==> config.mk <==
export PLATFORM = sky130hd
export DESIGN_NAME = battery_charge_guard_fsm
export DESIGN_NICKNAME = d
export VERILOG_FILES = /design/src/rtl/bcg_pkg.sv /design/src/rtl/battery_charge_guard_fsm.sv /design/src/rtl/bcg_step.sv
export SDC_FILE = /design/constraint.sdc
export NUM_CORES = 2
export LEC_CHECK = 0
export BUFFER_PORTS_ARGS = -buffer_cell sky130_fd_sc_hd__buf_4
export CAP_MARGIN = 20
export CELL_PAD_IN_SITES_DETAIL_PLACEMENT = 0
export CELL_PAD_IN_SITES_GLOBAL_PLACEMENT = 1
export CORE_AREA = 5 5 258 361
export CTS_BUF_LIST = sky130_fd_sc_hd__clkbuf_4 sky130_fd_sc_hd__clkbuf_8
export DETAILED_ROUTE_END_ITERATION = 7
export DIE_AREA = 0 0 263 366
export PLACE_DENSITY = 0.88
export RECOVER_POWER = 100
export SETUP_SLACK_MARGIN = 0.4
export SLEW_MARGIN = 20
export SYNTH_ARGS = -nofsm -noshare
export SYNTH_HDL_FRONTEND = slang
export SYNTH_SLANG_ARGS = --single-unit
==> constraint.sdc <==
create_clock -name clk -period 9.9 [get_ports clk]
set_clock_uncertainty 0.15 [all_clocks]
set_input_delay 0.495 -clock clk [delete_from_list [all_inputs] [get_ports clk]]
set_output_delay 0.495 -clock clk [all_outputs]
set_load 0.1 [all_outputs]
==> src/rtl/bcg_pkg.sv <==
package bcg_pkg;

  typedef enum logic [5:0] {
    MODE_CHARGE     = 6'b000001,
    MODE_CHG_DIS    = 6'b000010,
    MODE_UNTIL      = 6'b000100,
    MODE_CHARGED    = 6'b001000,
    MODE_DISCH      = 6'b010000,
    MODE_DISCHARGED = 6'b100000
  } mode_t;

  localparam logic [2:0] CODE_CHARGE     = 3'd0;
  localparam logic [2:0] CODE_CHG_DIS    = 3'd1;
  localparam logic [2:0] CODE_UNTIL      = 3'd2;
  localparam logic [2:0] CODE_CHARGED    = 3'd3;
  localparam logic [2:0] CODE_DISCH      = 3'd4;
  localparam logic [2:0] CODE_DISCHARGED = 3'd5;

  localparam logic [2:0] REG_GUARD_ENABLE       = 3'd0;
  localparam logic [2:0] REG_CUTOFF_VOLTAGE     = 3'd1;
  localparam logic [2:0] REG_ABSORB_DV          = 3'd2;
  localparam logic [2:0] REG_FLOOR_DV           = 3'd3;
  localparam logic [2:0] REG_FULL_CHARGE_PERIOD = 3'd4;
  localparam logic [2:0] REG_START_STAMP        = 3'd5;

  localparam logic [10:0] NEAR_CUTOFF_MARGIN = 11'd50;
  localparam logic [10:0] CHARGED_HYST       = 11'd4;
  localparam logic signed [15:0] LOW_CHARGE_CA  = 16'sd40;
  localparam logic signed [15:0] HIGH_CHARGE_CA = 16'sd60;

  localparam logic        RST_GUARD_ENABLE       = 1'b1;
  localparam logic [9:0]  RST_CUTOFF_VOLTAGE     = 10'd584;
  localparam logic [9:0]  RST_ABSORB_DV          = 10'd512;
  localparam logic [9:0]  RST_FLOOR_DV           = 10'd420;
  localparam logic [31:0] RST_FULL_CHARGE_PERIOD = 32'd1209600;
  localparam logic [63:0] RST_START_STAMP        = 64'd0;

  typedef struct packed {
    logic        guard_enable;
    logic [9:0]  cutoff_voltage;
    logic [9:0]  absorb_dv;
    logic [9:0]  floor_dv;
    logic [31:0] full_charge_period;
  } cfg_t;

  typedef struct packed {
    logic [9:0]         voltage_dv;
    logic signed [15:0] current_ca;
    logic signed [15:0] target_current_ca;
    logic [63:0]        time_now;
    logic               time_valid;
  } item_t;

  typedef struct packed {
    mode_t              mode;
    logic [63:0]        clock_time;
    logic [63:0]        stamp;
    logic [9:0]         volt_min;
    logic [9:0]         volt_max;
    logic signed [15:0] curr_min;
    logic signed [15:0] curr_max;
  } gstate_t;

  typedef struct packed {
    logic [2:0]         guard_state;
    logic               state_changed;
    logic signed [15:0] limited_current_ca;
    logic               stamp_fix_valid;
    logic [63:0]        stamp_fix_time;
    logic               charged_save_valid;
    logic [63:0]        charged_save_time;
    logic [9:0]         voltage_low_mark;
    logic [9:0]         voltage_high_mark;
    logic signed [15:0] current_low_mark;
    logic signed [15:0] current_high_mark;
  } result_t;

  function automatic logic [2:0] mode_code(input mode_t m);
    logic [2:0] c;
    unique case (m)
      MODE_CHARGE:     c = CODE_CHARGE;
      MODE_CHG_DIS:    c = CODE_CHG_DIS;
      MODE_UNTIL:      c = CODE_UNTIL;
      MODE_CHARGED:    c = CODE_CHARGED;
      MODE_DISCH:      c = CODE_DISCH;
      MODE_DISCHARGED: c = CODE_DISCHARGED;
      default:         c = CODE_DISCHARGED;
    endcase
    return c;
  endfunction

endpackage

==> src/rtl/battery_charge_guard_fsm.sv <==
// An item accepted at a clock edge waits in the input register; when it moves on, its
// result is written into the output register and out_tvalid rises.
// Throughput: one item per cycle while out_tready stays high; a stalled result holds
// the input register, and in_tready falls once both registers are full.
// Reset (synchronous, rst_n low) restores register defaults, the discharged state,
// a zero clock time, the stored stamp from the start_stamp default and zero marks.
module battery_charge_guard_fsm (
  input  logic         clk,
  input  logic         rst_n,
  input  logic         in_tvalid,
  output logic         in_tready,
  // voltage_dv, current_ca, target_current_ca, time_now, time_valid, zero pad
  input  logic [111:0] in_tdata,
  output logic         out_tvalid,
  input  logic         out_tready,
  // guard_state, state_changed, limited_current_ca, stamp_fix_valid, stamp_fix_time,
  // charged_save_valid, charged_save_time, voltage_low_mark, voltage_high_mark,
  // current_low_mark, current_high_mark, zero pad
  output logic [207:0] out_tdata,
  input  logic         cfg_psel,
  input  logic         cfg_penable,
  input  logic         cfg_pwrite,
  input  logic [5:0]   cfg_paddr,
  input  logic [63:0]  cfg_pwdata,
  output logic [63:0]  cfg_prdata,
  output logic         cfg_pready
);

  bcg_pkg::cfg_t    cfg_r;
  logic [63:0]      start_stamp_r;
  bcg_pkg::gstate_t st_r;
  bcg_pkg::gstate_t st_nxt;
  bcg_pkg::item_t   item_r;
  bcg_pkg::item_t   item_nxt;
  bcg_pkg::result_t res_nxt;
  bcg_pkg::result_t res_r;
  logic             s1_valid_r;
  logic             out_valid_r;
  logic             move;
  logic             cfg_wr;
  logic [2:0]       cfg_idx;

  assign cfg_pready = 1'b1;
  assign cfg_wr     = cfg_psel && cfg_penable && cfg_pwrite && cfg_pready;
  assign cfg_idx    = cfg_paddr[5:3];

  assign move      = s1_valid_r && (!out_valid_r || out_tready);
  assign in_tready = !s1_valid_r || move;

  assign item_nxt.voltage_dv        = in_tdata[9:0];
  assign item_nxt.current_ca        = in_tdata[25:10];
  assign item_nxt.target_current_ca = in_tdata[41:26];
  assign item_nxt.time_now          = in_tdata[105:42];
  assign item_nxt.time_valid        = in_tdata[106];

  bcg_step u_step (
    .cfg    (cfg_r),
    .item   (item_r),
    .st     (st_r),
    .st_nxt (st_nxt),
    .res    (res_nxt)
  );

  always_ff @(posedge clk) begin
    if (!rst_n) begin
      cfg_r.guard_enable       <= bcg_pkg::RST_GUARD_ENABLE;
      cfg_r.cutoff_voltage     <= bcg_pkg::RST_CUTOFF_VOLTAGE;
      cfg_r.absorb_dv          <= bcg_pkg::RST_ABSORB_DV;
      cfg_r.floor_dv           <= bcg_pkg::RST_FLOOR_DV;
      cfg_r.full_charge_period <= bcg_pkg::RST_FULL_CHARGE_PERIOD;
      start_stamp_r            <= bcg_pkg::RST_START_STAMP;
      st_r.mode                <= bcg_pkg::MODE_DISCHARGED;
      st_r.clock_time          <= 64'd0;
      st_r.stamp               <= bcg_pkg::RST_START_STAMP;
      st_r.volt_min            <= 10'd0;
      st_r.volt_max            <= 10'd0;
      st_r.curr_min            <= 16'sd0;
      st_r.curr_max            <= 16'sd0;
    end else if (cfg_wr) begin
      unique case (cfg_idx)
        bcg_pkg::REG_GUARD_ENABLE:       cfg_r.guard_enable       <= cfg_pwdata[0];
        bcg_pkg::REG_CUTOFF_VOLTAGE:     cfg_r.cutoff_voltage     <= cfg_pwdata[9:0];
        bcg_pkg::REG_ABSORB_DV:          cfg_r.absorb_dv          <= cfg_pwdata[9:0];
        bcg_pkg::REG_FLOOR_DV:           cfg_r.floor_dv           <= cfg_pwdata[9:0];
        bcg_pkg::REG_FULL_CHARGE_PERIOD: cfg_r.full_charge_period <= cfg_pwdata[31:0];
        bcg_pkg::REG_START_STAMP: begin
          start_stamp_r <= cfg_pwdata;
          st_r.stamp    <= cfg_pwdata;
        end
        default: begin
        end
      endcase
    end else if (move) begin
      st_r <= st_nxt;
    end
  end

  always_comb begin
    unique case (cfg_idx)
      bcg_pkg::REG_GUARD_ENABLE:       cfg_prdata = {63'd0, cfg_r.guard_enable};
      bcg_pkg::REG_CUTOFF_VOLTAGE:     cfg_prdata = {54'd0, cfg_r.cutoff_voltage};
      bcg_pkg::REG_ABSORB_DV:          cfg_prdata = {54'd0, cfg_r.absorb_dv};
      bcg_pkg::REG_FLOOR_DV:           cfg_prdata = {54'd0, cfg_r.floor_dv};
      bcg_pkg::REG_FULL_CHARGE_PERIOD: cfg_prdata = {32'd0, cfg_r.full_charge_period};
      bcg_pkg::REG_START_STAMP:        cfg_prdata = start_stamp_r;
      default:                         cfg_prdata = 64'd0;
    endcase
  end

  always_ff @(posedge clk) begin
    if (!rst_n) begin
      s1_valid_r  <= 1'b0;
      out_valid_r <= 1'b0;
    end else begin
      if (in_tvalid && in_tready) begin
        s1_valid_r <= 1'b1;
      end else if (move) begin
        s1_valid_r <= 1'b0;
      end
      if (move) begin
        out_valid_r <= 1'b1;
      end else if (out_tready) begin
        out_valid_r <= 1'b0;
      end
    end
  end

  always_ff @(posedge clk) begin
    if (in_tvalid && in_tready) begin
      item_r <= item_nxt;
    end
    if (move) begin
      res_r <= res_nxt;
    end
  end

  assign out_tvalid = out_valid_r;
  assign out_tdata  = {6'd0,
                       res_r.current_high_mark,
                       res_r.current_low_mark,
                       res_r.voltage_high_mark,
                       res_r.voltage_low_mark,
                       res_r.charged_save_time,
                       res_r.charged_save_valid,
                       res_r.stamp_fix_time,
                       res_r.stamp_fix_valid,
                       res_r.limited_current_ca,
                       res_r.state_changed,
                       res_r.guard_state};

  a_mode_holds: assert property (@(posedge clk) disable iff (!rst_n)
    !move |=> $stable(st_r.mode))
    else $error("guard state changed without an item moving to the result register");

  a_save_to_disch: assert property (@(posedge clk) disable iff (!rst_n)
    (move && res_nxt.charged_save_valid) |=> (st_r.mode == bcg_pkg::MODE_DISCH))
    else $error("charged save without a move to discharge");

  a_zero_limit: assert property (@(posedge clk) disable iff (!rst_n)
    (out_valid_r && (res_r.guard_state == bcg_pkg::CODE_UNTIL ||
                     res_r.guard_state == bcg_pkg::CODE_DISCHARGED))
    |-> (res_r.limited_current_ca == 16'sd0))
    else $error("feed-in current not blocked in a no-feed state");

endmodule

==> src/rtl/bcg_step.sv <==
module bcg_step (
  input  bcg_pkg::cfg_t    cfg,
  input  bcg_pkg::item_t   item,
  input  bcg_pkg::gstate_t st,
  output bcg_pkg::gstate_t st_nxt,
  output bcg_pkg::result_t res
);

  logic [63:0] diff_now;
  logic [63:0] diff_old;
  logic [63:0] fix_stamp;
  logic [63:0] clock_new;
  logic        fix;
  logic        aged;
  logic [10:0] volt11;
  logic [10:0] cutoff11;
  logic [10:0] absorb11;
  logic [10:0] disch11;
  logic        near_cutoff;
  logic        below_hyst;
  logic        vseed;
  logic        cseed;
  logic [9:0]  vmin0;
  logic [9:0]  vmax0;
  logic signed [15:0] cmin0;
  logic signed [15:0] cmax0;
  bcg_pkg::mode_t mode_n;
  logic [63:0] stamp_n;
  logic        save;
  logic signed [15:0] limited;

  assign diff_now  = item.time_now - st.stamp;
  assign diff_old  = st.clock_time - st.stamp;
  assign fix_stamp = item.time_now - {33'd0, cfg.full_charge_period[31:1]};
  assign fix       = item.time_valid && (diff_now > {31'd0, cfg.full_charge_period, 1'b0});
  assign clock_new = item.time_valid ? item.time_now : st.clock_time;

  // A freshly replaced stamp sits half a period back, so it never counts as aged.
  always_comb begin
    if (fix) begin
      aged = 1'b0;
    end else if (item.time_valid) begin
      aged = diff_now > {32'd0, cfg.full_charge_period};
    end else begin
      aged = diff_old > {32'd0, cfg.full_charge_period};
    end
  end

  assign volt11      = {1'b0, item.voltage_dv};
  assign cutoff11    = {1'b0, cfg.cutoff_voltage};
  assign absorb11    = {1'b0, cfg.absorb_dv};
  assign disch11     = {1'b0, cfg.floor_dv};
  assign near_cutoff = (volt11 + bcg_pkg::NEAR_CUTOFF_MARGIN) >= cutoff11;
  assign below_hyst  = (volt11 + bcg_pkg::CHARGED_HYST) < cutoff11;

  assign vseed = (st.volt_min == 10'd0) && (st.volt_max == 10'd0);
  assign cseed = (st.curr_min == 16'sd0) && (st.curr_max == 16'sd0);
  assign vmin0 = vseed ? item.voltage_dv : st.volt_min;
  assign vmax0 = vseed ? item.voltage_dv : st.volt_max;
  assign cmin0 = cseed ? item.current_ca : st.curr_min;
  assign cmax0 = cseed ? item.current_ca : st.curr_max;

  always_comb begin
    mode_n  = st.mode;
    stamp_n = fix ? fix_stamp : st.stamp;
    save    = 1'b0;
    if (cfg.guard_enable) begin
      unique case (st.mode)
        bcg_pkg::MODE_CHG_DIS: begin
          if (volt11 <= absorb11) begin
            mode_n = bcg_pkg::MODE_CHARGE;
          end else if (volt11 >= cutoff11) begin
            mode_n = bcg_pkg::MODE_CHARGED;
          end
        end
        bcg_pkg::MODE_CHARGE: begin
          if (near_cutoff) begin
            mode_n = bcg_pkg::MODE_CHG_DIS;
          end else if ((clock_new != 64'd0) && aged) begin
            mode_n = bcg_pkg::MODE_UNTIL;
          end else if (item.current_ca < bcg_pkg::LOW_CHARGE_CA) begin
            mode_n = bcg_pkg::MODE_DISCH;
          end
        end
        bcg_pkg::MODE_UNTIL: begin
          if (volt11 >= cutoff11) begin
            mode_n = bcg_pkg::MODE_CHARGED;
          end
        end
        bcg_pkg::MODE_CHARGED: begin
          stamp_n = clock_new;
          if (below_hyst) begin
            save   = 1'b1;
            mode_n = bcg_pkg::MODE_DISCH;
          end
        end
        bcg_pkg::MODE_DISCH: begin
          if (volt11 <= disch11) begin
            mode_n = bcg_pkg::MODE_DISCHARGED;
          end else if (item.current_ca > bcg_pkg::HIGH_CHARGE_CA) begin
            mode_n = bcg_pkg::MODE_CHARGE;
          end
        end
        bcg_pkg::MODE_DISCHARGED: begin
          if (volt11 > absorb11) begin
            mode_n = bcg_pkg::MODE_CHARGE;
          end
        end
        default: begin
        end
      endcase
    end
  end

  always_comb begin
    unique case (mode_n)
      bcg_pkg::MODE_CHARGE: begin
        limited = (item.target_current_ca > item.current_ca) ? item.current_ca
                                                             : item.target_current_ca;
      end
      bcg_pkg::MODE_UNTIL, bcg_pkg::MODE_DISCHARGED: begin
        limited = 16'sd0;
      end
      default: begin
        limited = item.target_current_ca;
      end
    endcase
  end

  always_comb begin
    st_nxt.mode       = mode_n;
    st_nxt.clock_time = clock_new;
    st_nxt.stamp      = stamp_n;
    st_nxt.volt_min   = (item.voltage_dv < vmin0) ? item.voltage_dv : vmin0;
    st_nxt.volt_max   = (item.voltage_dv > vmax0) ? item.voltage_dv : vmax0;
    st_nxt.curr_min   = (item.current_ca < cmin0) ? item.current_ca : cmin0;
    st_nxt.curr_max   = (item.current_ca > cmax0) ? item.current_ca : cmax0;

    res.guard_state        = bcg_pkg::mode_code(mode_n);
    res.state_changed      = cfg.guard_enable && (mode_n != st.mode);
    res.limited_current_ca = limited;
    res.stamp_fix_valid    = fix;
    res.stamp_fix_time     = fix ? fix_stamp : 64'd0;
    res.charged_save_valid = save;
    res.charged_save_time  = save ? clock_new : 64'd0;
    res.voltage_low_mark   = st_nxt.volt_min;
    res.voltage_high_mark  = st_nxt.volt_max;
    res.current_low_mark   = st_nxt.curr_min;
    res.current_high_mark  = st_nxt.curr_max;
  end

endmodule
# Word-level counts from Yosys, hierarchy flattened
# Index checks and enable logic that the tools add are counted.
[totals] wordCells=142 input_bits=189 ff_bits=624
[classes] n_eq_ne=19 mux=39 magnitude_cmp=16 add_sub_neg=5 reduce_logical=31 n_bitwise=1
[op_table] cell="$mux 64" n=6
[op_table] cell="$pmux 64 s6" n=1
[op_table] cell="$gt 64x32->1" n=2
[op_table] cell="$sub 64x64->64" n=2
[op_table] cell="$mux 116" n=1
[op_table] cell="$mux 16" n=5
[op_table] cell="$gt 64x33->1" n=1
[op_table] cell="$reduce_bool 64->1" n=1
[op_table] cell="$sub 64x31->64" n=1
[op_table] cell="$mux 6" n=10
[op_table] cell="$mux 10" n=4
[op_table] cell="$pmux 6 s6" n=1
[op_table] cell="$gt 16x16->1" n=2
[op_table] cell="$logic_not 16->1" n=2
[op_table] cell="$pmux 16 s2" n=1
[op_table] cell="$gt 10x10->1" n=2
[op_table] cell="$le 10x10->1" n=2
[op_table] cell="$logic_not 10->1" n=2
[op_table] cell="$gt 16x7->1 const B" n=1
[op_table] cell="$lt 16x16->1" n=1
[op_table] cell="$lt 16x7->1 const B" n=1
[op_table] cell="$reduce_and 2->1" n=8
[op_table] cell="$pmux 3 s5" n=1
[op_table] cell="$eq 6x1->1 const B" n=2
[op_table] cell="other kinds (24)" n=51

# Depth between registers and ports, before layout
[logic_depth] word_depth=12 depth_mapped=29

# Modules after synthesis
# Synthesis repeated with hierarchy kept, for this count alone.
[unflattened] hier_cells=5006 area_unflattened_um2=42442.0
[modules_own_cells] mod="battery_charge_guard_fsm" area_per_inst_um2=21548.2 instances=1 cells_each=1820 seq_area_each_um2=15584.9
[modules_own_cells] mod="bcg_step" area_per_inst_um2=20893.8 instances=1 cells_each=3186 seq_area_each_um2=0.0

# Least setup slack after synthesis
# No wires, ideal clock.
[synth_path] kind="reg-to-reg" start="register out_valid_r (netlist: out_tvalid)" end="register st_r[101] in the netlist's numbering" stages_incl_launch_ff=8 n_path_buf=1 t_arrival_ns=7.157 t_required_ns=9.636 setup_ns=0.114 path_slack_ns=2.478 period_less_slack_ns=7.422 cell_sequence="dfxtp_1 nand2b_1 and2_1 nand2_1 clkbuf_1 nor2_1 nor2_1 a2111oi_0"
[synth_via] elab_chain_len=5
[synth_lines] item="from (decl)" line="battery_charge_guard_fsm.sv:38" rtl="logic out_valid_r;"
[synth_lines] item="from (signal assigned)" line="battery_charge_guard_fsm.sv:113" rtl="out_valid_r <= 1'b0;"
[synth_lines] item="from (signal assigned)" line="battery_charge_guard_fsm.sv:121" rtl="out_valid_r <= 1'b1;"
[synth_lines] item="from (signal assigned)" line="battery_charge_guard_fsm.sv:123" rtl="out_valid_r <= 1'b0;"
[synth_lines] item="$logic_not 1->1" line="battery_charge_guard_fsm.sv:47" rtl="assign move = s1_valid_r && (!out_valid_r || out_tready);"
[synth_lines] item="$logic_or 1x1->1" line="battery_charge_guard_fsm.sv:47"
[synth_lines] item="$logic_and 1x1->1" line="battery_charge_guard_fsm.sv:47"
[synth_lines] item="named net move" line="battery_charge_guard_fsm.sv:39" rtl="logic move;"
[synth_lines] item="$reduce_bool 2->1 (no source line)"
[synth_lines] item="$reduce_and 2->1 (no source line)"
[synth_lines] item="to (signal assigned)" line="battery_charge_guard_fsm.sv:94" rtl="st_r <= st_nxt;"
[synth_lines] item="to (decl)" line="battery_charge_guard_fsm.sv:31" rtl="bcg_pkg::gstate_t st_r;"
# The timed path passes the listed nets, and every way through them passes these cells.
# A chain may end at the register's enable or synchronous reset.

==> report_table.html <==
<table>
<tr><th>Metric</th><th>Value</th></tr>
<tr><th colspan="2">Clock tree</th></tr>
<tr><td>Post-CTS setup buffer count</td><td>0</td></tr>
<tr><td>Maximum clock insertion buffer count</td><td>3</td></tr>
<tr><td>TritonCTS sink count</td><td>624</td></tr>
<tr><td>Later-pin clock latency in the skew report</td><td>slightly above 0.8 ns</td></tr>
<tr><td># resized after CTS</td><td>0</td></tr>
<tr><td>Clock tree root buffer cell</td><td>sky130_fd_sc_hd__clkbuf_8</td></tr>
<tr><td>H-tree depth</td><td>3</td></tr>
<tr><td>Number of buffers added by the clock tree synthesis step</td><td>101</td></tr>
<tr><td>Clock edge transition at the registers on the reported setup and hold paths</td><td>0.07 ns</td></tr>
<tr><td>Hold_buf cts</td><td>174</td></tr>
<tr><td>CTS tree</td><td>done</td></tr>
<tr><th colspan="2">STA</th></tr>
<tr><td>Final setup violating endpoints</td><td>0</td></tr>
<tr><td>RSZ-0062 raised after global routing</td><td>no</td></tr>
<tr><td>Maximum operating frequency</td><td>114 MHz</td></tr>
<tr><td>Worst Tran Pin Value</td><td>~6.1 ns</td></tr>
<tr><td>Worst Hold Margin</td><td>0.106 ns</td></tr>
<tr><td>Crit path time final</td><td>8.78 ns</td></tr>
<tr><td>Final-report max-slew violation count</td><td>808</td></tr>
<tr><td>Final hold vios</td><td>0</td></tr>
<tr><td>Worst-case headroom to the max-slew limit</td><td>-3.11</td></tr>
<tr><td>Final worst-path cycle share</td><td>0.887</td></tr>
<tr><td>Fin Setup TNS</td><td>0 ns</td></tr>
<tr><th colspan="2">Floorplanning</th></tr>
<tr><td>Area of the die</td><td>0.0963 mm²</td></tr>
<tr><td>Die Width</td><td>263 µm</td></tr>
<tr><td>Chip height</td><td>about 370 µm</td></tr>
<tr><td>Total I/O pin count</td><td>464</td></tr>
<tr><td>Core outline area</td><td>slightly below 0.09 mm²</td></tr>
<tr><td>Core Rows</td><td>130</td></tr>
<tr><td>Initial core utilization</td><td>0.468</td></tr>
<tr><th colspan="2">Routing</th></tr>
<tr><td>Average wire length per cell after detail routing</td><td>26.5 µm</td></tr>
<tr><td>DRC violations left</td><td>0</td></tr>
<tr><td>Post-Route WL</td><td>176,000 µm</td></tr>
<tr><td>Total number of vias</td><td>~41,000</td></tr>
<tr><td>First-pass iteration count of the detailed router</td><td>6</td></tr>
<tr><td>Initial DRC count</td><td>4,499</td></tr>
<tr><td>Vias/cell</td><td>6.21</td></tr>
<tr><td>Routed Antenna Nets</td><td>0</td></tr>
<tr><th colspan="2">Power</th></tr>
<tr><td>Worst vdd rail ir drop</td><td>about 0.14 mV</td></tr>
<tr><td>Leak Pwr</td><td>between 0.015 and 0.02 µW</td></tr>
<tr><td>Total power density per cell area</td><td>about 180 mW/mm²</td></tr>
<tr><th colspan="2">Synth</th></tr>
<tr><td>EDFF count, synth</td><td>309</td></tr>
<tr><td>Fraction of the yosys area taken by sequential cells</td><td>0.373</td></tr>
<tr><td>Cell with the most instances after synthesis</td><td>sky130_fd_sc_hd__a21oi_1</td></tr>
<tr><td>Largest area contributor in the netlist</td><td>sky130_fd_sc_hd__edfxtp_1</td></tr>
<tr><td>Async SR Flop Fraction</td><td>0</td></tr>
<tr><td>Unique cell type count in the Yosys netlist</td><td>89</td></tr>
<tr><td>Flop and latch count out of synthesis</td><td>624</td></tr>
<tr><td>Cell count after synthesis</td><td>4,876</td></tr>
<tr><td>Yosys warning count</td><td>0</td></tr>
<tr><td>Top post-synthesis cells by count</td><td>sky130_fd_sc_hd__a21oi_1 (642), sky130_fd_sc_hd__nand2_1 (610), sky130_fd_sc_hd__nor2_1 (374)</td></tr>
<tr><td>Area contributors post-synth</td><td>sky130_fd_sc_hd__edfxtp_1 (22%), sky130_fd_sc_hd__dfxtp_1 (15%), sky130_fd_sc_hd__ha_1 (11%)</td></tr>
<tr><td>Portion of synthesized cell area occupied by the leading cell type</td><td>0.222</td></tr>
<tr><td>Post-Syn Area per Cell</td><td>8.57 µm²</td></tr>
<tr><td>Post-synthesis instance area</td><td>around 0.042 mm²</td></tr>
<tr><td>Flip-flop cell with the highest count after synthesis</td><td>sky130_fd_sc_hd__dfxtp_1</td></tr>
<tr><th colspan="2">Critical path</th></tr>
<tr><td>Data required time at the worst endpoint</td><td>between 10 and 15 ns</td></tr>
<tr><td>Crit Reg-Reg Startpoint</td><td>st_r[53]</td></tr>
<tr><td>Crit path arrival time</td><td>9.29 ns</td></tr>
<tr><td>Path type of the worst setup path</td><td>reg2reg</td></tr>
<tr><td>Critical Path Source</td><td>st_r[53]</td></tr>
<tr><td>Startpoint type of the worst setup path</td><td>flop</td></tr>
<tr><td>Endpoint kind of the worst setup timing path</td><td>flop</td></tr>
<tr><td>Maximum fanout count along the critical path</td><td>between 40 and 50</td></tr>
<tr><th colspan="2">Placement</th></tr>
<tr><td>Post-detail-place hpwl</td><td>between 100,000 and 150,000 µm</td></tr>
<tr><td>GP Congestion</td><td>0.986</td></tr>
<tr><td># port buffers</td><td>approximately 450</td></tr>
<tr><th colspan="2">Run status</th></tr>
<tr><td>Violations in the final reports</td><td>max-capacitance violations, max-slew violations</td></tr>
<tr><td>Status</td><td>finished, violations left</td></tr>
<tr><th colspan="2">Hold path</th></tr>
<tr><td>Min-delay src</td><td>cfg_paddr[4]</td></tr>
<tr><td>Path class of the lowest-slack min-delay path</td><td>in2reg</td></tr>
<tr><th colspan="2">Global routing</th></tr>
<tr><td>Remaining global-route overflow</td><td>0</td></tr>
<tr><td>Wire length of the first global-routing pass</td><td>255,000 µm</td></tr>
<tr><td>Pin count of the biggest net entering global routing</td><td>150</td></tr>
<tr><td>Aggregate global-route resource usage</td><td>0.345</td></tr>
<tr><td>Number of antenna violations at the first check in global routing</td><td>5</td></tr>
<tr><td>Vias in the first global route</td><td>39,300</td></tr>
<tr><th colspan="2">Layout</th></tr>
<tr><td>Number of filler instances in the final layout</td><td>8,568</td></tr>
<tr><td>Final #Nets</td><td>5,937</td></tr>
<tr><td>FF+latch area</td><td>0.0156 mm²</td></tr>
<tr><td>Layout-stage area growth over the synthesis result</td><td>17.1%</td></tr>
<tr><td>Combined area of the multi-input logic cells</td><td>between 0.02 and 0.025 mm²</td></tr>
<tr><td>Share of final-layout standard cells stronger than drive strength 1</td><td>0.0778</td></tr>
<tr><th colspan="2">Flow run</th></tr>
<tr><td>Total of max-cap violations</td><td>13</td></tr>
</table>
## worst paths after layout
kind	cells past startpoint	slack [ns]	end
max	26	1.12	out_tdata[4]
min	5	0.11	cfg_r[62]
max reg2reg	26	1.12	out_tdata[4]
min reg2reg	2	0.30	start_stamp_r[56]
## final cells by class
type | count | area share
flip-flops and latches | 624 | 0.319
multi-input cells | 3747 | 0.497
clock inverters | 44 | 0.00911
clock buffers | 146 | 0.0379
diodes | 4 | 0.000205
inverters | 232 | 0.0178
repair buffers | 671 | 0.0894
well taps | 1188 | 0.0304
## sequential cells by signal (all words and copies together) (netlist names)
signal	count
st_r	186
out_tdata	202
out_tvalid	1
cfg_r	63
item_r	107
s1_valid_r	1
start_stamp_r	64
## power by group
group / switching, µW / internal [µW] / total (µW) / leakage, µW
clock: 1160 / 1400 / 2560 / 0.00121
sequential: 149 / 2920 / 3070 / 0.00551
combinational: 2200 / 989 / 3190 / 0.0124
total: 3510 / 5310 / 8830 / 0.0191
## metrics by stage
stage / total power [µW] / worst slack [ns] / util / instance area (µm²) / std cells
2_1_floorplan: 5310 / 2.48 / - / 41800 / 4881
3_3_place_gp: 6230 / 1.85 / 0.515 / 46000 / 6288
3_5_place_dp: 6250 / 1.81 / 0.515 / 46000 / 6288
4_1_cts: 8860 / 1.76 / 0.560 / 50000 / 6652
5_1_grt: 9200 / 0.669 / 0.548 / 48900 / 6654
6_report: 8830 / 1.12 / 0.548 / 48900 / 6656
## per-layer routing
metal | global-route usage | vias to the layer above | share of wire
met2 | 0.568 | 2056 | 0.46
met5 | 0 | - | 0.000097
met1 | 0.444 | 19900 | 0.40
met4 | 0.184 | 2 | 0.065
met3 | 0.0442 | 438 | 0.075
li1 | - | 18900 | -
## layout by cell type, fill, tap and decap left out, drive strengths merged, types with 174 or more instances in the layout
cell type    instances
a21oi              642
clkbuf             538
dfxtp              315
dlygate4sd3        174
edfxtp             309
ha                 368
inv                236
nand2              610
nor2               375
o21ai              246
## critical path: stages (launching register included)
cell                       delay (ns)
sky130_fd_sc_hd__dfxtp_1         0.43
sky130_fd_sc_hd__inv_1           0.18
sky130_fd_sc_hd__ha_1            0.31
sky130_fd_sc_hd__nor2b_1         0.14
sky130_fd_sc_hd__o31a_1          0.28
sky130_fd_sc_hd__a21oi_1         0.38
sky130_fd_sc_hd__o21ai_0         0.33
sky130_fd_sc_hd__a21boi_0        0.28
sky130_fd_sc_hd__clkbuf_1        0.54
sky130_fd_sc_hd__o21ai_0         0.37
sky130_fd_sc_hd__nand2_1         0.13
sky130_fd_sc_hd__nand2_1         0.07
sky130_fd_sc_hd__xor2_1          0.16
sky130_fd_sc_hd__ha_1            0.31
sky130_fd_sc_hd__nand4_1         0.18
sky130_fd_sc_hd__nor4_1          0.67
sky130_fd_sc_hd__nand4_1         0.29
sky130_fd_sc_hd__o21ai_0         0.15
sky130_fd_sc_hd__a21oi_1         0.17
sky130_fd_sc_hd__nor3_1          0.25
sky130_fd_sc_hd__and4_1          0.45
sky130_fd_sc_hd__nand2b_4        0.56
sky130_fd_sc_hd__inv_1           0.21
sky130_fd_sc_hd__o21a_1          0.31
sky130_fd_sc_hd__o211a_1         0.29
sky130_fd_sc_hd__o311ai_4        0.72
sky130_fd_sc_hd__a22o_1          0.29
## cells by family after synthesis
logic type	count (synthesis)	synth area share
AO/OA/AOI/OAI	1523	0.229
XOR/XNOR	159	0.0333
adder cells (fa/ha/maj)	371	0.112
buffers and inverters	510	0.0473
flip-flops	624	0.373
multiplexers	137	0.0336
other	2	0.000180
AND/OR/NAND/NOR	1550	0.172
(Power assumes the default switching activity.)
